$ cat config.mk
export PLATFORM = sky130hd
export DESIGN_NAME = ptz_control_command_decoder_top
export DESIGN_NICKNAME = d
export VERILOG_FILES = /design/src/ptzcd_pkg.sv /design/src/ptzcd_frame_check.sv /design/src/ptzcd_rule_check.sv /design/src/ptzcd_field_out.sv /design/src/ptz_control_command_decoder_top.sv
export SDC_FILE = /design/constraint.sdc
export NUM_CORES = 1
export LEC_CHECK = 0
export BUFFER_PORTS_ARGS = -buffer_cell sky130_fd_sc_hd__buf_2
export CAP_MARGIN = 20
export CORE_ASPECT_RATIO = 0.8
export CORE_MARGIN = 5
export CORE_UTILIZATION = 53
export CTS_BUF_LIST = sky130_fd_sc_hd__clkbuf_8 sky130_fd_sc_hd__clkbuf_16
export CTS_CLUSTER_DIAMETER = 80
export DETAILED_ROUTE_END_ITERATION = 12
export MAX_ROUTING_LAYER = met4
export PLACE_DENSITY = 0.85
export RECOVER_POWER = 50
export REMOVE_ABC_BUFFERS = 1
export SYNTH_ARGS = -nofsm -noshare
export SYNTH_HDL_FRONTEND = slang
export SYNTH_SLANG_ARGS = --single-unit
$ cat constraint.sdc
create_clock -name clk -period 4.2 [get_ports clk]
set_input_delay 0.84 -clock clk [delete_from_list [all_inputs] [get_ports clk]]
set_output_delay 0.84 -clock clk [all_outputs]
set_load 0.01 [all_outputs]
$ cat src/ptzcd_pkg.sv
package ptzcd_pkg;

    // Command kinds
    typedef enum logic [2:0] {
        KIND_PTZ     = 3'd0,
        KIND_FI      = 3'd1,
        KIND_PRESET  = 3'd2,
        KIND_CRUISE  = 3'd3,
        KIND_SCAN    = 3'd4,
        KIND_AUX     = 3'd5,
        KIND_UNKNOWN = 3'd6
    } kind_t;

    // Decode status codes
    typedef enum logic [3:0] {
        ST_OK          = 4'd0,
        ST_HEADER      = 4'd1,
        ST_VERSION     = 4'd2,
        ST_CHECKNIB    = 4'd3,
        ST_CHECKSUM    = 4'd4,
        ST_UNKNOWN     = 4'd5,
        ST_CONFLICT    = 4'd6,
        ST_PRESET0     = 4'd7,
        ST_UNSUPPORTED = 4'd8
    } status_t;

    // Frame and code constants
    localparam logic [7:0] HEADER_BYTE  = 8'hA5;
    localparam logic [7:0] PTZ_MASK     = 8'hC0;
    localparam logic [7:0] FI_MASK      = 8'hF0;
    localparam logic [7:0] FI_CODE      = 8'h40;
    localparam logic [7:0] PRESET_FIRST = 8'h81;
    localparam logic [7:0] PRESET_LAST  = 8'h83;
    localparam logic [7:0] CRUISE_FIRST = 8'h84;
    localparam logic [7:0] CRUISE_LAST  = 8'h88;
    localparam logic [7:0] SCAN_FIRST   = 8'h89;
    localparam logic [7:0] SCAN_LAST    = 8'h8A;
    localparam logic [7:0] AUX_FIRST    = 8'h8C;
    localparam logic [7:0] AUX_LAST     = 8'h8D;

    // Register map
    localparam logic REG_CHECKSUM_ENFORCE = 1'b0;

    // Stage 1 -> stage 2
    typedef struct packed {
        logic       valid;
        kind_t      kind;
        logic [7:0] code;
        status_t    pre_status;
        logic [7:0] sum_lo;
        logic [7:0] sum_hi;
        logic [7:0] byte_5;
        logic [7:0] byte_6;
        logic [3:0] zoom_nib;
        logic [7:0] byte_8;
    } s1_t;

    // Stage 2 -> stage 3
    typedef struct packed {
        logic       valid;
        kind_t      kind;
        logic [7:0] code;
        status_t    status;
        logic [7:0] byte_5;
        logic [7:0] byte_6;
        logic [3:0] zoom_nib;
    } s2_t;

endpackage

$ cat src/ptzcd_frame_check.sv
module ptzcd_frame_check (
    input  logic             clk,
    input  logic             rst_n,
    input  logic             start,
    input  logic [7:0]       cmd_byte_1,
    input  logic [7:0]       cmd_byte_2,
    input  logic [7:0]       cmd_byte_3,
    input  logic [7:0]       cmd_byte_4,
    input  logic [7:0]       cmd_byte_5,
    input  logic [7:0]       cmd_byte_6,
    input  logic [7:0]       cmd_byte_7,
    input  logic [7:0]       cmd_byte_8,
    output ptzcd_pkg::s1_t   s1
);

    ptzcd_pkg::kind_t   kind;
    ptzcd_pkg::status_t pre_status;
    logic [3:0]         nib;
    logic               valid_reg;
    ptzcd_pkg::s1_t     data_reg;
    ptzcd_pkg::s1_t     data_next;

    // Sort by command code
    always_comb
    begin
        priority if ((cmd_byte_4 & ptzcd_pkg::PTZ_MASK) == 8'h00)
            kind = ptzcd_pkg::KIND_PTZ;
        else if ((cmd_byte_4 & ptzcd_pkg::FI_MASK) == ptzcd_pkg::FI_CODE)
            kind = ptzcd_pkg::KIND_FI;
        else if (cmd_byte_4 >= ptzcd_pkg::PRESET_FIRST && cmd_byte_4 <= ptzcd_pkg::PRESET_LAST)
            kind = ptzcd_pkg::KIND_PRESET;
        else if (cmd_byte_4 >= ptzcd_pkg::CRUISE_FIRST && cmd_byte_4 <= ptzcd_pkg::CRUISE_LAST)
            kind = ptzcd_pkg::KIND_CRUISE;
        else if (cmd_byte_4 >= ptzcd_pkg::SCAN_FIRST && cmd_byte_4 <= ptzcd_pkg::SCAN_LAST)
            kind = ptzcd_pkg::KIND_SCAN;
        else if (cmd_byte_4 >= ptzcd_pkg::AUX_FIRST && cmd_byte_4 <= ptzcd_pkg::AUX_LAST)
            kind = ptzcd_pkg::KIND_AUX;
        else
            kind = ptzcd_pkg::KIND_UNKNOWN;
    end

    // Kind support, header, version and check nibble
    assign nib = cmd_byte_1[7:4] + cmd_byte_1[3:0] + cmd_byte_2[7:4];

    always_comb
    begin
        priority if (kind == ptzcd_pkg::KIND_UNKNOWN)
            pre_status = ptzcd_pkg::ST_UNKNOWN;
        else if (kind == ptzcd_pkg::KIND_CRUISE || kind == ptzcd_pkg::KIND_SCAN
                 || kind == ptzcd_pkg::KIND_AUX)
            pre_status = ptzcd_pkg::ST_UNSUPPORTED;
        else if (cmd_byte_1 != ptzcd_pkg::HEADER_BYTE)
            pre_status = ptzcd_pkg::ST_HEADER;
        else if (cmd_byte_2[7:4] != 4'h0)
            pre_status = ptzcd_pkg::ST_VERSION;
        else if (cmd_byte_2[3:0] != nib)
            pre_status = ptzcd_pkg::ST_CHECKNIB;
        else
            pre_status = ptzcd_pkg::ST_OK;
    end

    always_comb
    begin
        data_next            = '0;
        data_next.kind       = kind;
        data_next.code       = cmd_byte_4;
        data_next.pre_status = pre_status;
        // Checksum split in two partial sums, finished next stage
        data_next.sum_lo     = cmd_byte_1 + cmd_byte_2 + cmd_byte_3 + cmd_byte_4;
        data_next.sum_hi     = cmd_byte_5 + cmd_byte_6 + cmd_byte_7;
        data_next.byte_5     = cmd_byte_5;
        data_next.byte_6     = cmd_byte_6;
        data_next.zoom_nib   = cmd_byte_7[7:4];
        data_next.byte_8     = cmd_byte_8;
    end

    always_ff @(posedge clk or negedge rst_n)
    begin
        if (!rst_n)
            valid_reg <= 1'b0;
        else
            valid_reg <= start;
    end

    always_ff @(posedge clk)
    begin
        data_reg <= data_next;
    end

    always_comb
    begin
        s1       = data_reg;
        s1.valid = valid_reg;
    end

endmodule

$ cat src/ptzcd_rule_check.sv
module ptzcd_rule_check (
    input  logic             clk,
    input  logic             rst_n,
    input  logic             checksum_enforce,
    input  ptzcd_pkg::s1_t   s1,
    output ptzcd_pkg::s2_t   s2
);

    logic [7:0]         sum;
    logic               conflict;
    ptzcd_pkg::status_t status;
    logic               valid_reg;
    ptzcd_pkg::s2_t     data_reg;
    ptzcd_pkg::s2_t     data_next;

    assign sum = s1.sum_lo + s1.sum_hi;

    // Opposing direction bits
    always_comb
    begin
        if (s1.kind == ptzcd_pkg::KIND_PTZ)
            conflict = (s1.code[5:4] == 2'b11) || (s1.code[3:2] == 2'b11)
                       || (s1.code[1:0] == 2'b11);
        else
            conflict = (s1.code[3:2] == 2'b11) || (s1.code[1:0] == 2'b11);
    end

    // Final status, first failing check wins
    always_comb
    begin
        priority if (s1.pre_status != ptzcd_pkg::ST_OK)
            status = s1.pre_status;
        else if (checksum_enforce && s1.byte_8 != sum)
            status = ptzcd_pkg::ST_CHECKSUM;
        else if (s1.kind == ptzcd_pkg::KIND_PRESET)
            status = (s1.byte_6 == 8'h00) ? ptzcd_pkg::ST_PRESET0 : ptzcd_pkg::ST_OK;
        else if (conflict)
            status = ptzcd_pkg::ST_CONFLICT;
        else
            status = ptzcd_pkg::ST_OK;
    end

    always_comb
    begin
        data_next          = '0;
        data_next.kind     = s1.kind;
        data_next.code     = s1.code;
        data_next.status   = status;
        data_next.byte_5   = s1.byte_5;
        data_next.byte_6   = s1.byte_6;
        data_next.zoom_nib = s1.zoom_nib;
    end

    always_ff @(posedge clk or negedge rst_n)
    begin
        if (!rst_n)
            valid_reg <= 1'b0;
        else
            valid_reg <= s1.valid;
    end

    always_ff @(posedge clk)
    begin
        data_reg <= data_next;
    end

    always_comb
    begin
        s2       = data_reg;
        s2.valid = valid_reg;
    end

endmodule

$ cat src/ptzcd_field_out.sv
module ptzcd_field_out (
    input  logic             clk,
    input  logic             rst_n,
    input  ptzcd_pkg::s2_t   s2,
    output logic             done,
    output logic [3:0]       status,
    output logic [2:0]       command_kind,
    output logic [7:0]       command_code,
    output logic [5:0]       motion_bits,
    output logic [7:0]       first_speed,
    output logic [7:0]       second_speed,
    output logic [3:0]       zoom_speed,
    output logic [7:0]       preset_number
);

    logic       ok;
    logic       done_reg;
    logic [3:0] status_reg;
    logic [2:0] kind_reg;
    logic [7:0] code_reg;
    logic [5:0] motion_reg, motion_next;
    logic [7:0] first_reg, first_next;
    logic [7:0] second_reg, second_next;
    logic [3:0] zoom_reg, zoom_next;
    logic [7:0] preset_reg, preset_next;

    assign ok = (s2.status == ptzcd_pkg::ST_OK);

    // Fields zeroed on error and for kinds that do not use them
    always_comb
    begin
        motion_next = 6'd0;
        first_next  = 8'd0;
        second_next = 8'd0;
        zoom_next   = 4'd0;
        preset_next = 8'd0;
        if (ok)
        begin
            unique case (s2.kind)
                ptzcd_pkg::KIND_PTZ:
                begin
                    motion_next = s2.code[5:0];
                    first_next  = s2.byte_5;
                    second_next = s2.byte_6;
                    zoom_next   = s2.zoom_nib;
                end
                ptzcd_pkg::KIND_FI:
                begin
                    motion_next = {2'b00, s2.code[3:0]};
                    first_next  = s2.byte_5;
                    second_next = s2.byte_6;
                end
                ptzcd_pkg::KIND_PRESET:
                begin
                    preset_next = s2.byte_6;
                end
                default:
                begin
                    motion_next = 6'd0;
                end
            endcase
        end
    end

    always_ff @(posedge clk or negedge rst_n)
    begin
        if (!rst_n)
            done_reg <= 1'b0;
        else
            done_reg <= s2.valid;
    end

    always_ff @(posedge clk)
    begin
        status_reg <= s2.status;
        kind_reg   <= s2.kind;
        code_reg   <= s2.code;
        motion_reg <= motion_next;
        first_reg  <= first_next;
        second_reg <= second_next;
        zoom_reg   <= zoom_next;
        preset_reg <= preset_next;
    end

    assign done          = done_reg;
    assign status        = status_reg;
    assign command_kind  = kind_reg;
    assign command_code  = code_reg;
    assign motion_bits   = motion_reg;
    assign first_speed   = first_reg;
    assign second_speed  = second_reg;
    assign zoom_speed    = zoom_reg;
    assign preset_number = preset_reg;

endmodule

$ cat src/ptz_control_command_decoder_top.sv
// PTZ control command decoder: one 8-byte request in, one decoded result out.
// Three register stages lie between an accepted request and its result on done:
// classify/frame checks, checksum/rule checks, output.
// Throughput: one request per cycle; busy is always low.
// Reset (rst_n, async active low) clears the stage valid bits and checksum_enforce.
// Results are strobed on done for one cycle and cannot be stalled by the receiver.
module ptz_control_command_decoder_top (
    input  logic        clk,
    input  logic        rst_n,
    // request channel
    input  logic        start,
    output logic        busy,
    input  logic [7:0]  cmd_byte_1,
    input  logic [7:0]  cmd_byte_2,
    input  logic [7:0]  cmd_byte_3,
    input  logic [7:0]  cmd_byte_4,
    input  logic [7:0]  cmd_byte_5,
    input  logic [7:0]  cmd_byte_6,
    input  logic [7:0]  cmd_byte_7,
    input  logic [7:0]  cmd_byte_8,
    // result channel
    output logic        done,
    output logic [3:0]  status,
    output logic [2:0]  command_kind,
    output logic [7:0]  command_code,
    output logic [5:0]  motion_bits,
    output logic [7:0]  first_speed,
    output logic [7:0]  second_speed,
    output logic [3:0]  zoom_speed,
    output logic [7:0]  preset_number,
    // configuration port
    input  logic        psel,
    input  logic        penable,
    input  logic        pwrite,
    input  logic [2:0]  paddr,
    input  logic [31:0] pwdata,
    output logic [31:0] prdata,
    output logic        pready
);

    ptzcd_pkg::s1_t s1;
    ptzcd_pkg::s2_t s2;
    logic           enforce_reg;
    logic           cfg_write;

    // Pipeline never stalls
    assign busy   = 1'b0;
    assign pready = 1'b1;

    // Configuration register
    assign cfg_write = psel && penable && pwrite && pready;

    always_ff @(posedge clk or negedge rst_n)
    begin
        if (!rst_n)
            enforce_reg <= 1'b0;
        else if (cfg_write && paddr[2] == ptzcd_pkg::REG_CHECKSUM_ENFORCE)
            enforce_reg <= pwdata[0];
    end

    assign prdata = (paddr[2] == ptzcd_pkg::REG_CHECKSUM_ENFORCE)
                    ? {31'd0, enforce_reg} : 32'd0;

    ptzcd_frame_check u_frame_check (
        .clk        (clk),
        .rst_n      (rst_n),
        .start      (start && !busy),
        .cmd_byte_1 (cmd_byte_1),
        .cmd_byte_2 (cmd_byte_2),
        .cmd_byte_3 (cmd_byte_3),
        .cmd_byte_4 (cmd_byte_4),
        .cmd_byte_5 (cmd_byte_5),
        .cmd_byte_6 (cmd_byte_6),
        .cmd_byte_7 (cmd_byte_7),
        .cmd_byte_8 (cmd_byte_8),
        .s1         (s1)
    );

    ptzcd_rule_check u_rule_check (
        .clk              (clk),
        .rst_n            (rst_n),
        .checksum_enforce (enforce_reg),
        .s1               (s1),
        .s2               (s2)
    );

    ptzcd_field_out u_field_out (
        .clk           (clk),
        .rst_n         (rst_n),
        .s2            (s2),
        .done          (done),
        .status        (status),
        .command_kind  (command_kind),
        .command_code  (command_code),
        .motion_bits   (motion_bits),
        .first_speed   (first_speed),
        .second_speed  (second_speed),
        .zoom_speed    (zoom_speed),
        .preset_number (preset_number)
    );

endmodule
==> metrics <==
Clock Skew=between 0.006 and 0.007 ns; vias per cell=about 4.4; top-count cell post-synth=dfxtp_1; Worst Tran Pin Value=0.9963 ns; Post-CTS Hold Buffers=0; Avg WL per Cell=about 14 um; Pwr per Cell Area=approximately 600 nW/um^2; post-synthesis sequential area ratio=56.33%; ys async rst share=2.721%; total number of yosys warnings=0; Primary FF master, synth=dfxtp_1; CTS tree=built; Clk Latency, worst-skew pair=~0.41 ns; final hold violation count=0; setup ws final=approximately 1.0 ns; final net count=approximately 720; Initial Util=roughly 54%; largest area contributor in the netlist=dfxtp_1; #FFs+latches synth=approximately 150; GP Congestion=around 0.9; RSZ-0062 raised after global routing=no; status=finished, final reports clean; WL final=slightly below 10 mm; Pleak=about 3 nW; Fillers=between 700 and 800; Syn Area/Cell=~12 um^2; Remaining DRCs=0; largest net degree at the start of global routing=21; max FFs per register=59; fin. max-slew vios=0; TritonRoute pass-1 iters=5; Worst Path Required=between 4 and 5 ns; Starting DRT DRC Count=approximately 130; CTS root buf=clkbuf_16; initial antenna violation count=0; Synth Instances=427; Place WS=about 0.64 ns; number of synthesized flops with an enable pin=0; Die Area=roughly 12,000 um^2; CTS buffer count=17; Reg clk slew, reported paths=~0.060 ns; antenna viol nets, final=0; grt ovf=0; CP Class=primary input to flip-flop; height of the die=between 90 and 100 um; share of the synthesized area in the top cell type=between 50% and 60%; Period Utilization, post-route=75.15%; worst hold path class=primary input to async pin; Area contributors post-synth=dfxtp_1, fa_1, xnor2_1; Peak supply drop=between 0.3 and 0.4 mV; dpl hpwl=approximately 8 mm; final setup violation count=0; register area=2963 um^2; first-pass GRT wire length=15.85 mm; Synth Cell Area=approximately 5300 um^2; Buffers on Ports=about 120; area grow syn2layout=22.84%; Worst EP arrival=around 3.5 ns; post-route cell area=6461 um^2; CP startpoint kind=primary input; Cell variety after synth=44; post-CTS setup buffers=0; minimum clock period=roughly 3.2 ns; setup_tns=0 ns; max-cap viol count=0; H-tree depth=4; Max transition margin=about a third; crit end category=flip-flop; maximum clock rate=around 320 MHz; Placed Area=slightly below 6000 um^2; Tot GR Track Use=17.47%; DIE WIDTH=about 120 um; # rows=32; core area=roughly 9700 um^2; n_diodes=0; area of the multi-input gates=around 2000 um^2; top post-synthesis cells by count=dfxtp_1, and2_1, buf_4, xnor2_1, fa_1; vias in the first global route=3,268; DR vias=3,162; Clock Sinks=around 150; layout cells sized above 1=between 20 and 25%; Resized cells post-CTS=0; io pins=189; clk buf depth=2; worst-path fanout max=3
cell type report:
type / instances / share of cell area [%]
multi-input combinational: 249 / 31.82
inverter: 25 / 1.452
tap: 136 / 2.634
clock inverter: 15 / 2.769
timing repair buffer: 122 / 8.888
sequential: 147 / 45.86
clock buffer: 17 / 6.584
stage by stage:
step                power (mW)  utilization (%)  hold slack (ns)  cells
floorplan                2.208                -           0.3096    421
global placement         2.375            60.82           0.3101    679
detailed placement       2.411            60.82           0.3121    679
CTS                      3.907            67.06           0.2145    711
global route             4.081            66.68           0.2505    711
finish                   3.872            66.68           0.2532    711
layer usage:
metal / wire [um] / share of wire, % / vias up / global-route usage (%)
met2: 4606 / 47 / 123 / 26.79
met1: 4359 / 45 / 1424 / 22.57
met3: 706 / 7.2 / 11 / 5.003
li1: - / - / 1604 / -
met5: 0 / 0 / - / -
met4: 92 / 0.94 / 0 / 5.512
cell usage in the layout, fill, tap and decap left out, drive strengths merged, types with 6 or more instances in the layout:
cell	instances
dfxtp	143
clkinv	6
fa	27
nor2	14
ha	21
clkbuf	46
xnor2	31
and2	34
xor2	8
inv	31
buf	93
conb	33
a21oi	13
o21ai	10
kinds of logic after synthesis:
group                      share of synthesized area, %
muxes                                            0.4044
AOI/OAI and AO/OA                                 5.876
buffers and inverters                             6.803
adders and majority gates                         15.27
DFF                                               56.33
and+or+nand+nor                                   8.682
other                                            0.1428
xor gates and xnor gates                          6.494
where the power goes:
part           internal [mW]  switching [mW]  leakage (nW)  total [mW]
sequential              1.51          0.0512          1.24        1.57
combinational          0.396           0.424          1.43       0.820
clock                  0.895           0.593         0.298        1.49
total                   2.81            1.07          2.96        3.87
critical path, cell delays in order:
cell      delay [ns]
buf_2           0.13
fa_1            0.51
fa_1            0.53
ha_1            0.16
inv_1           0.05
fa_1            0.40
nor2b_1         0.11
o21ai_0         0.09
a21boi_0        0.30
o21a_1          0.16
nor2_1          0.05
xnor2_1         0.12
path summary, 6_finish.rpt:
check                                     start                    to  slack (ns)  cells past startpoint
hold reg to reg             u_frame_check.s1[9]    u_rule_check.s2[1]        0.32                      0
min in group clk            u_frame_check.s1[9]    u_rule_check.s2[1]        0.32                      0
setup reg to reg           u_frame_check.s1[28]   u_rule_check.s2[22]        1.71                      8
setup / recovery                  cmd_byte_1[1]  u_frame_check.s1[43]        1.04                     12
max in group asynchronous                 rst_n           enforce_reg        3.77                      1
hold / removal                            rst_n      u_field_out.done        0.25                      1
Power figures use the tool's default switching activity.
